$ cat src/hdl/chts_pkg.sv
// ----------------------------------------------------------------------------
// chts_pkg: shared types for the sorted chained hash table
// Key width, request kinds and the walk state.
// ----------------------------------------------------------------------------
package chts_pkg;

	localparam int KEY_W = 31;

	typedef enum logic {
		REQ_INSERT = 1'b0,
		REQ_SEARCH = 1'b1
	} req_kind_t;

	typedef enum logic [2:0] {
		ST_IDLE,
		ST_HEAD,
		ST_READ,
		ST_CHECK,
		ST_LINK,
		ST_DONE
	} walk_state_t;

endpackage

$ cat src/hdl/chts_ram.sv
// ----------------------------------------------------------------------------
// chts_ram: generic simple dual-port RAM
// One write port and one read port, with registered read data.
// ----------------------------------------------------------------------------
module chts_ram #(
	parameter int WIDTH = 8,
	parameter int DEPTH = 16
) (
	input  logic                     clk,
	input  logic                     we,
	input  logic [$clog2(DEPTH)-1:0] waddr,
	input  logic [WIDTH-1:0]         wdata,
	input  logic [$clog2(DEPTH)-1:0] raddr,
	output logic [WIDTH-1:0]         rdata
);

	logic [WIDTH-1:0] mem [DEPTH];

	always_ff @(posedge clk) begin
		if (we) begin
			mem[waddr] <= wdata;
		end
		rdata <= mem[raddr];
	end

endmodule

$ cat src/hdl/chts_front.sv
// ----------------------------------------------------------------------------
// chts_front: request intake and bucket hashing
// Accepts requests, computes key modulo the bucket count by a reciprocal
// multiplication and holds the classified request in a two-entry queue
// for the back end.
// ----------------------------------------------------------------------------
module chts_front import chts_pkg::*; #(
	parameter int BUCKETS = 10
) (
	input  logic                       clk,
	input  logic                       arst_n,
	input  logic                       in_valid,
	output logic                       in_ready,
	input  logic                       in_kind,
	input  logic [KEY_W-1:0]           in_key,
	output logic                       q_valid,
	input  logic                       q_ready,
	output logic                       q_kind,
	output logic [KEY_W-1:0]           q_key,
	output logic [$clog2(BUCKETS)-1:0] q_bucket
);

	localparam int BW = $clog2(BUCKETS);
	localparam int PW = 2 * KEY_W + 1;
	// ceil(2^(KEY_W+BW) / BUCKETS) fits in KEY_W+1 bits and gives the exact
	// quotient for every key after the product is shifted down by KEY_W+BW.
	localparam longint unsigned MAGIC =
		((64'd1 << (KEY_W + BW)) + 64'(BUCKETS) - 64'd1) / 64'(BUCKETS);
	localparam logic [KEY_W:0] MAGIC_V = (KEY_W + 1)'(MAGIC);

	// Quotient while phase_q is low, remainder and push once phase_q is high and the queue has room.
	logic             busy_q;
	logic             phase_q;
	logic [KEY_W-1:0] key_q;
	logic             kind_q;
	logic [KEY_W-1:0] quo_q;
	logic [PW-1:0]    prod;
	logic [PW-1:0]    prod_sh;
	logic [KEY_W-1:0] rem;

	// Two-entry queue.
	logic             v_q [2];
	logic             k_q [2];
	logic [KEY_W-1:0] ky_q [2];
	logic [BW-1:0]    b_q [2];
	logic             wptr_q;
	logic             rptr_q;
	logic             push;
	logic             pop;
	logic             full;

	assign full = v_q[0] && v_q[1];
	assign in_ready = !busy_q;
	assign prod = {{(PW - KEY_W){1'b0}}, key_q} * {{(PW - KEY_W - 1){1'b0}}, MAGIC_V};
	assign prod_sh = prod >> (KEY_W + BW);
	assign rem = key_q - quo_q * KEY_W'(BUCKETS);
	assign push = busy_q && phase_q && !full;
	assign pop = q_valid && q_ready;

	always_ff @(posedge clk or negedge arst_n) begin
		if (!arst_n) begin
			busy_q <= 1'b0;
			phase_q <= 1'b0;
			wptr_q <= 1'b0;
			rptr_q <= 1'b0;
			v_q[0] <= 1'b0;
			v_q[1] <= 1'b0;
		end else begin
			if (!busy_q && in_valid) begin
				busy_q <= 1'b1;
				phase_q <= 1'b0;
			end else if (busy_q && !phase_q) begin
				phase_q <= 1'b1;
			end else if (push) begin
				busy_q <= 1'b0;
			end
			if (push) begin
				v_q[wptr_q] <= 1'b1;
				wptr_q <= !wptr_q;
			end
			if (pop) begin
				v_q[rptr_q] <= 1'b0;
				rptr_q <= !rptr_q;
			end
		end
	end

	always_ff @(posedge clk) begin
		if (!busy_q && in_valid) begin
			key_q <= in_key;
			kind_q <= in_kind;
		end
		if (busy_q && !phase_q) begin
			quo_q <= prod_sh[KEY_W-1:0];
		end
		if (push) begin
			k_q[wptr_q] <= kind_q;
			ky_q[wptr_q] <= key_q;
			b_q[wptr_q] <= rem[BW-1:0];
		end
	end

	assign q_valid = v_q[rptr_q];
	assign q_kind = k_q[rptr_q];
	assign q_key = ky_q[rptr_q];
	assign q_bucket = b_q[rptr_q];

endmodule

$ cat src/hdl/chts_back.sv
// ----------------------------------------------------------------------------
// chts_back: chain walker
// Walks a bucket chain one node per pass through ST_READ and ST_CHECK, answers
// searches and links new nodes in ascending order; holds the result in an output register.
// ----------------------------------------------------------------------------
module chts_back import chts_pkg::*; #(
	parameter int BUCKETS = 10,
	parameter int POOL_NODES = 64
) (
	input  logic                       clk,
	input  logic                       arst_n,
	input  logic                       q_valid,
	output logic                       q_ready,
	input  logic                       q_kind,
	input  logic [KEY_W-1:0]           q_key,
	input  logic [$clog2(BUCKETS)-1:0] q_bucket,
	output logic                       out_valid,
	input  logic                       out_ready,
	output logic                       out_found,
	output logic [KEY_W-1:0]           out_key,
	output logic                       out_status
);

	localparam int BW = $clog2(BUCKETS);
	localparam int AW = $clog2(POOL_NODES);
	localparam int NW = $clog2(POOL_NODES + 1);
	localparam logic [NW-1:0] NIL = NW'(POOL_NODES);

	walk_state_t state_q, state_d;

	logic [NW-1:0]    heads_q [BUCKETS];
	logic [NW-1:0]    used_q;
	logic [NW-1:0]    cur_q;
	logic [NW-1:0]    prev_q;
	logic [NW-1:0]    steps_q;
	logic             kind_q;
	logic [KEY_W-1:0] key_q;
	logic [BW-1:0]    bucket_q;
	logic             found_q;
	logic             status_q;
	logic             ovalid_q;

	logic             we;
	logic [AW-1:0]    waddr;
	logic [KEY_W-1:0] kwdata;
	logic [NW-1:0]    lwdata;
	logic             kwe;
	logic [AW-1:0]    raddr;
	logic [KEY_W-1:0] krd;
	logic [NW-1:0]    lrd;

	chts_ram #(.WIDTH(KEY_W), .DEPTH(POOL_NODES)) u_keys (
		.clk(clk), .we(kwe), .waddr(waddr), .wdata(kwdata), .raddr(raddr), .rdata(krd)
	);
	chts_ram #(.WIDTH(NW), .DEPTH(POOL_NODES)) u_links (
		.clk(clk), .we(we), .waddr(waddr), .wdata(lwdata), .raddr(raddr), .rdata(lrd)
	);

	logic walk_end;
	logic hit;
	logic done_fire;
	assign walk_end = (cur_q >= NIL) || (steps_q >= NIL);
	assign hit = (krd == key_q);
	// The result leaves the walker once the output register is free.
	assign done_fire = (state_q == ST_DONE) && (!ovalid_q || out_ready);

	assign q_ready = (state_q == ST_IDLE);
	assign raddr = cur_q[AW-1:0];

	always_comb begin
		state_d = state_q;
		case (state_q)
			ST_IDLE: if (q_valid && q_ready) state_d = ST_HEAD;
			ST_HEAD: begin
				if (kind_q == REQ_INSERT && used_q >= NIL) state_d = ST_DONE;
				else state_d = ST_READ;
			end
			ST_READ: state_d = walk_end ? (kind_q == REQ_SEARCH ? ST_DONE : ST_LINK)
				: ST_CHECK;
			ST_CHECK: begin
				if (kind_q == REQ_SEARCH) state_d = hit ? ST_DONE : ST_READ;
				else state_d = (krd < key_q) ? ST_READ : ST_LINK;
			end
			ST_LINK: state_d = ST_DONE;
			ST_DONE: state_d = done_fire ? ST_IDLE : ST_DONE;
			default: state_d = ST_IDLE;
		endcase
	end

	// New node write in ST_LINK at used_q, previous link fixed in ST_DONE.
	always_comb begin
		we = 1'b0;
		kwe = 1'b0;
		waddr = used_q[AW-1:0];
		kwdata = key_q;
		lwdata = cur_q;
		case (state_q)
			ST_LINK: begin
				we = 1'b1;
				kwe = 1'b1;
			end
			ST_DONE: begin
				if (kind_q == REQ_INSERT && !status_q && prev_q < NIL) begin
					we = 1'b1;
					waddr = prev_q[AW-1:0];
					lwdata = used_q - 1'b1;
				end
			end
			default: ;
		endcase
	end

	always_ff @(posedge clk or negedge arst_n) begin
		if (!arst_n) begin
			state_q <= ST_IDLE;
			used_q <= '0;
			ovalid_q <= 1'b0;
			for (int i = 0; i < BUCKETS; i++) heads_q[i] <= NIL;
		end else begin
			state_q <= state_d;
			if (ovalid_q && out_ready) ovalid_q <= 1'b0;
			if (done_fire) ovalid_q <= 1'b1;
			if (state_q == ST_LINK) begin
				used_q <= used_q + 1'b1;
				if (prev_q >= NIL) heads_q[bucket_q] <= used_q;
			end
		end
	end

	always_ff @(posedge clk) begin
		case (state_q)
			ST_IDLE: begin
				kind_q <= q_kind;
				key_q <= q_key;
				bucket_q <= q_bucket;
			end
			ST_HEAD: begin
				cur_q <= heads_q[bucket_q];
				prev_q <= NIL;
				steps_q <= '0;
				found_q <= 1'b0;
				status_q <= (kind_q == REQ_INSERT) && (used_q >= NIL);
			end
			ST_CHECK: begin
				if (kind_q == REQ_SEARCH && hit) found_q <= 1'b1;
				else if (kind_q == REQ_SEARCH || krd < key_q) begin
					prev_q <= cur_q;
					cur_q <= lrd;
					steps_q <= steps_q + 1'b1;
				end
			end
			default: ;
		endcase
		if (done_fire) begin
			out_found <= found_q;
			out_key <= found_q ? key_q : '0;
			out_status <= status_q;
		end
	end

	assign out_valid = ovalid_q;

endmodule

$ cat src/hdl/chained_hash_table_sorted_unit.sv
// ----------------------------------------------------------------------------
// chained_hash_table_sorted_unit: sorted separate-chaining hash table
// Inserts and searches 31-bit keys over a fixed node pool.
// ----------------------------------------------------------------------------
// Requests arrive on the s_axis channel: tuser is the kind (0 insert,
// 1 search), tdata bits 30:0 the key. Each request gives one result transfer
// on m_axis: tdata bits 30:0 the matched key or zero, tuser bit 0 found and
// bit 1 the pool-full status.
// The front end hashes a key by a reciprocal multiplication and takes a
// new request only once the last one is queued; it queues up to two hashed
// requests. The back end walks the chain through the node RAM, one node
// per pass through ST_READ and ST_CHECK (registered read then compare),
// and the rate is set by the back end.
// Reset empties all buckets and the pool; node RAM contents are not cleared.
// While m_axis is stalled the result is held; the back end may walk the next
// request and then waits before its result, and the front end keeps hashing
// until its queue is full.
// ----------------------------------------------------------------------------
module chained_hash_table_sorted_unit import chts_pkg::*; #(
	parameter int BUCKETS = 10,
	parameter int POOL_NODES = 64
) (
	input  logic        clk,
	input  logic        arst_n,
	input  logic        s_axis_tvalid,
	output logic        s_axis_tready,
	input  logic [31:0] s_axis_tdata,  // [30:0] key
	input  logic        s_axis_tuser,  // [0] req_type
	output logic        m_axis_tvalid,
	input  logic        m_axis_tready,
	output logic [31:0] m_axis_tdata,  // [30:0] key_out
	output logic [1:0]  m_axis_tuser   // [0] found, [1] status
);

	localparam int BW = $clog2(BUCKETS);

	logic             q_valid;
	logic             q_ready;
	logic             q_kind;
	logic [KEY_W-1:0] q_key;
	logic [BW-1:0]    q_bucket;
	logic             found;
	logic [KEY_W-1:0] key_out;
	logic             status;

	chts_front #(.BUCKETS(BUCKETS)) u_front (
		.clk(clk), .arst_n(arst_n),
		.in_valid(s_axis_tvalid), .in_ready(s_axis_tready),
		.in_kind(s_axis_tuser), .in_key(s_axis_tdata[30:0]),
		.q_valid(q_valid), .q_ready(q_ready), .q_kind(q_kind),
		.q_key(q_key), .q_bucket(q_bucket)
	);

	chts_back #(.BUCKETS(BUCKETS), .POOL_NODES(POOL_NODES)) u_back (
		.clk(clk), .arst_n(arst_n),
		.q_valid(q_valid), .q_ready(q_ready), .q_kind(q_kind),
		.q_key(q_key), .q_bucket(q_bucket),
		.out_valid(m_axis_tvalid), .out_ready(m_axis_tready),
		.out_found(found), .out_key(key_out), .out_status(status)
	);

	assign m_axis_tdata = {1'b0, key_out};
	assign m_axis_tuser = {status, found};

endmodule

$ cat config.mk
export PLATFORM = sky130hd
export DESIGN_NAME = chained_hash_table_sorted_unit
export DESIGN_NICKNAME = d
export VERILOG_FILES = /design/src/hdl/chts_pkg.sv /design/src/hdl/chts_ram.sv /design/src/hdl/chts_front.sv /design/src/hdl/chts_back.sv /design/src/hdl/chained_hash_table_sorted_unit.sv
export SDC_FILE = /design/constraint.sdc
export NUM_CORES = 2
export LEC_CHECK = 0
export BUFFER_PORTS_ARGS = -buffer_cell sky130_fd_sc_hd__buf_4
export CORE_MARGIN = 2
export CORE_UTILIZATION = 45
export CTS_BUF_LIST = sky130_fd_sc_hd__clkbuf_4 sky130_fd_sc_hd__clkbuf_8
export DETAILED_ROUTE_END_ITERATION = 10
export PLACE_DENSITY_LB_ADDON = 0.1
export REMOVE_ABC_BUFFERS = 1
export SYNTH_ARGS = -nofsm -noshare
export SYNTH_HDL_FRONTEND = slang
export SYNTH_SLANG_ARGS = --single-unit
$ cat constraint.sdc
create_clock -name clk -period 7.45 [get_ports clk]
set_input_delay 1.8625 -clock clk [delete_from_list [all_inputs] [get_ports clk]]
set_output_delay 1.8625 -clock clk [all_outputs]
set_load 0.005 [all_outputs]
==> results.md <==
- Core Area: roughly 250000 um2
- Total GRT Usage: 0.222
- Hold Crit Class: reg -> reg
- Post-synth EDFFs: between 2000 and 3000
- CP arrival: 7.63 ns
- Unrepaired setup endpoints after global routing: false
- Initial antenna violation count: 12
- Netlist cell types: a little over 70
- Fin crit period: 6.91 ns
- Synth warn: 0
- Delay-heaviest family, CP: adder cells
- Postcts setup bufs: 0
- Number of synthesized register bits: roughly 2800
- Initial Utilization: 0.453
- Worst Path Buf+Inv: 6
- Post-cts hold buffer count: 0
- Worst r2r src: u_front.key_q[5]$_DFFE_PP_
- First-pass GRT wire length: approximately 400 mm
- M3 GR Usage: 0.0456
- Critical setup path kind: reg -> reg
- Vias per cell: around 5.6
- Chip height: about 500 um
- Final setup violation count: 0
- Slowest cell on crit path: fa_1
- Routed Antenna Nets: 0
- R2r setup slk: approximately 0.54 ns
- Reg2reg end: u_front.quo_q[1]$_DFFE_PP_
- Clock latency at the later pin of the worst-skew pair: around 1.1 ns
- Synthesized instance count: roughly 5200
- Setup TNS: 0 ns
- WL final: around 280 mm
- M2 GR Usage: 0.364
- Status: completed
- CP peak stage delay: about 0.6 ns
- Slew HR: 0.103
- WL/cell: ~30 um
- IO Pins: 73
- HPWL Detailed: 163 mm
- Worst R2R Path Depth: 21
- Max Clock Skew: approximately 0.13 ns
- Synth-to-Final Area Change: 12.8%
- Iteration-0 DRC Markers: about 5000
- CP Data Required Time: ~8.2 ns
- TritonCTS Buffers: between 400 and 500
- Hold wc startpoint: u_front.ky_q[1][13]$_DFFE_PP_
- Netlist Area Pre-Place: 113000 um2
- Drt drc: 0
- Critical Path Most Common Cell: fa_1
- Crit start category: flip-flop
- Nets: between 6000 and 7000
- Synthesized area per cell: approximately 22 um2
- CTS root buf: clkbuf_8
- Busiest layer in global routing: met2
- Sequential element share of the synthesized area: 0.726
- Hold Path End: u_back.key_q[13]$_DFFE_PP_
- Slew Viols, Final: 0
- Routability cong.: between 0.8 and 0.9
- Htree depth: 5
- Rows: between 150 and 200
- Vias in the first global route: around 56000
- Pin count of the biggest net entering global routing: around 120
- Post_cts resized: 0
- Share of flip-flops with an asynchronous set or reset: 0.0316
- Endpoints failing hold: 0
- Worst-path clk slew: ~0.060 ns
- DIE AREA: around 250000 um2
- Fraction of layout instances using a drive strength above 1: 0.316
- Crit Path Max Fanout: 6
- Die X-Extent: roughly 500 um
- Critical Path, Cell by Cell: inv_1 -> ha_1 -> fa_1 -> fa_1 -> inv_1 -> fa_1 -> inv_1 -> fa_1 -> inv_1 -> fa_1 -> fa_1 -> inv_1 -> fa_1 -> inv_1 -> ha_1 -> a21o_1 -> a2111o_1 -> a211oi_1 -> o21ai_0 -> a221oi_1 -> xnor2_1
- TritonCTS clock tree: built
- Max Fclk: approximately 0.14 GHz
- Gr ovfl total: 0
- Setup crit end kind: flip-flop
- Hold path cells: 1
- CTS Buffer Depth: 4
- Clock sink count: around 2800
- Routed vias: 52845
- Tcrit/Tclk final: 0.927
- Max-cap viol count: 0
- IO buf count: 70
- Worst-Margin Slew: between 1 and 1.5 ns
- Top_reg_cell synth: edfxtp_1
- DRT Pass-1 Iters: 7
- Met1 Use GR: 0.302
==> registers in the layout (all words and copies together), names as in the netlist, 3 cells and up <==
name                  count
u_back.u_keys.rdata      31
u_back.state_q            3
u_front.b_q               6
u_back.u_links.rdata      7
u_back.u_links.mem      448
u_back.used_q             7
u_back.cur_q              7
u_back.key_q             31
u_back.prev_q             7
u_back.heads_q           70
u_back.u_keys.mem      1984
u_front.quo_q             3
u_back.out_key           31
u_front.ky_q             62
u_back.bucket_q           3
u_front.key_q            31
u_back.steps_q            7
==> cell usage in the layout, fill, tap and decap left out, types with 20 or more instances in the layout <==
cell and instances:
o21ai_0 32, dfxtp_1 38, fa_1 174, mux4_2 774
nor2_1 110, inv_1 283, nor2_4 68, clkinv_2 49
buf_4 208, and2_1 34, a22oi_1 85, nand2_1 112
mux2_2 95, clkinv_1 116, edfxtp_1 2628, ha_1 223
dfrtp_1 76, nand3_1 20, xnor2_1 28, clkbuf_4 149
clkbuf_8 472, a21oi_1 32
==> cells by family after synthesis <==
group                    synth area share
AND/OR/NAND/NOR                    0.0179
other                           0.0000333
multiplexers                        0.165
AO/OA/AOI/OAI                      0.0132
buffers and inverters              0.0186
adder cells (fa/ha/maj)            0.0556
flip-flops                          0.726
XOR/XNOR                          0.00318
==> through the flow <==
step / utilization / hold WS [ns] / instances / worst slack (ns) / area [um2]
CTS: 0.511 / 0.463 / 9364 / 0.497 / 127000
global route: 0.511 / 0.473 / 9368 / 0.194 / 127000
finish: 0.511 / 0.455 / 9372 / 0.542 / 127000
global placement: 0.476 / 0.458 / 8560 / 0.522 / 118000
floorplan: - / 0.421 / 5005 / -17.57 / 112000
detailed placement: 0.476 / 0.471 / 8560 / 0.542 / 118000
==> per-layer routing <==
metal	vias to the layer above	share of wire
li1	22276	-
met1	28428	0.41
met2	1744	0.49
met3	397	0.067
met4	0	0.027
met5	-	0
==> worst max-delay path by stage <==
stage | from | endpoint | slack [ns] | depth (start not counted)
6_report | u_front.key_q[5]$_DFFE_PP_ | u_front.quo_q[1]$_DFFE_PP_ | 0.54 | 21
5_1_grt | u_front.key_q[8]$_DFFE_PP_ | u_front.quo_q[0]$_DFFE_PP_ | 0.19 | 21
4_1_cts | u_front.key_q[5]$_DFFE_PP_ | u_front.quo_q[1]$_DFFE_PP_ | 0.50 | 21
3_5_place_dp | u_front.key_q[5]$_DFFE_PP_ | u_front.quo_q[1]$_DFFE_PP_ | 0.54 | 21
3_3_place_gp | u_front.key_q[5]$_DFFE_PP_ | u_front.quo_q[1]$_DFFE_PP_ | 0.52 | 21
2_1_floorplan | u_back.cur_q[0]$_DFFE_PP_ | u_back.u_keys.rdata[0]$_DFF_P_ | -17.57 | 4
==> Yosys cell counts, types with 5 or more instances <==
library cell / number / share of area
clkbuf_1: 129 / 0.0043
nand2_1: 112 / 0.0037
nor3_1: 7 / 0.00031
buf_2: 73 / 0.0032
buf_4: 7 / 0.00047
dfrtp_1: 77 / 0.017
nand3_1: 20 / 0.00089
nand4_1: 9 / 0.00050
nor2_1: 177 / 0.0059
mux2_4: 7 / 0.00093
and3_1: 17 / 0.00094
fa_1: 174 / 0.031
buf_6: 5 / 0.00050
xor2_1: 13 / 0.0010
nor2b_1: 9 / 0.00050
a22oi_1: 85 / 0.0057
a2bb2oi_1: 6 / 0.00047
mux2_2: 95 / 0.0095
dfxtp_1: 38 / 0.0067
buf_1: 16 / 0.00053
edfxtp_1: 2628 / 0.70
and2_1: 36 / 0.0020
mux4_2: 774 / 0.15
a211oi_1: 6 / 0.00040
dfstp_2: 10 / 0.0023
inv_1: 283 / 0.0094
xnor2_1: 28 / 0.0022
a21oi_1: 32 / 0.0014
ha_1: 223 / 0.025
o21ai_0: 40 / 0.0018
nand2b_1: 9 / 0.00050
a21o_1: 15 / 0.0010
nand3b_1: 6 / 0.00040
==> cell type report <==
type	instances	area, um2
multi-input cells	1966	29400
well taps	3330	4170
repair buffers	225	1900
clock inverters	183	1090
diodes	8	20.0
fillers	20014	122000
flip-flops and latches	2753	81900
inverters	286	1070
clock buffers	621	7610
Power is left out: the tool's default activity adds up to more than one toggle a clock period on the data nets, which glitch-free logic cannot reach.
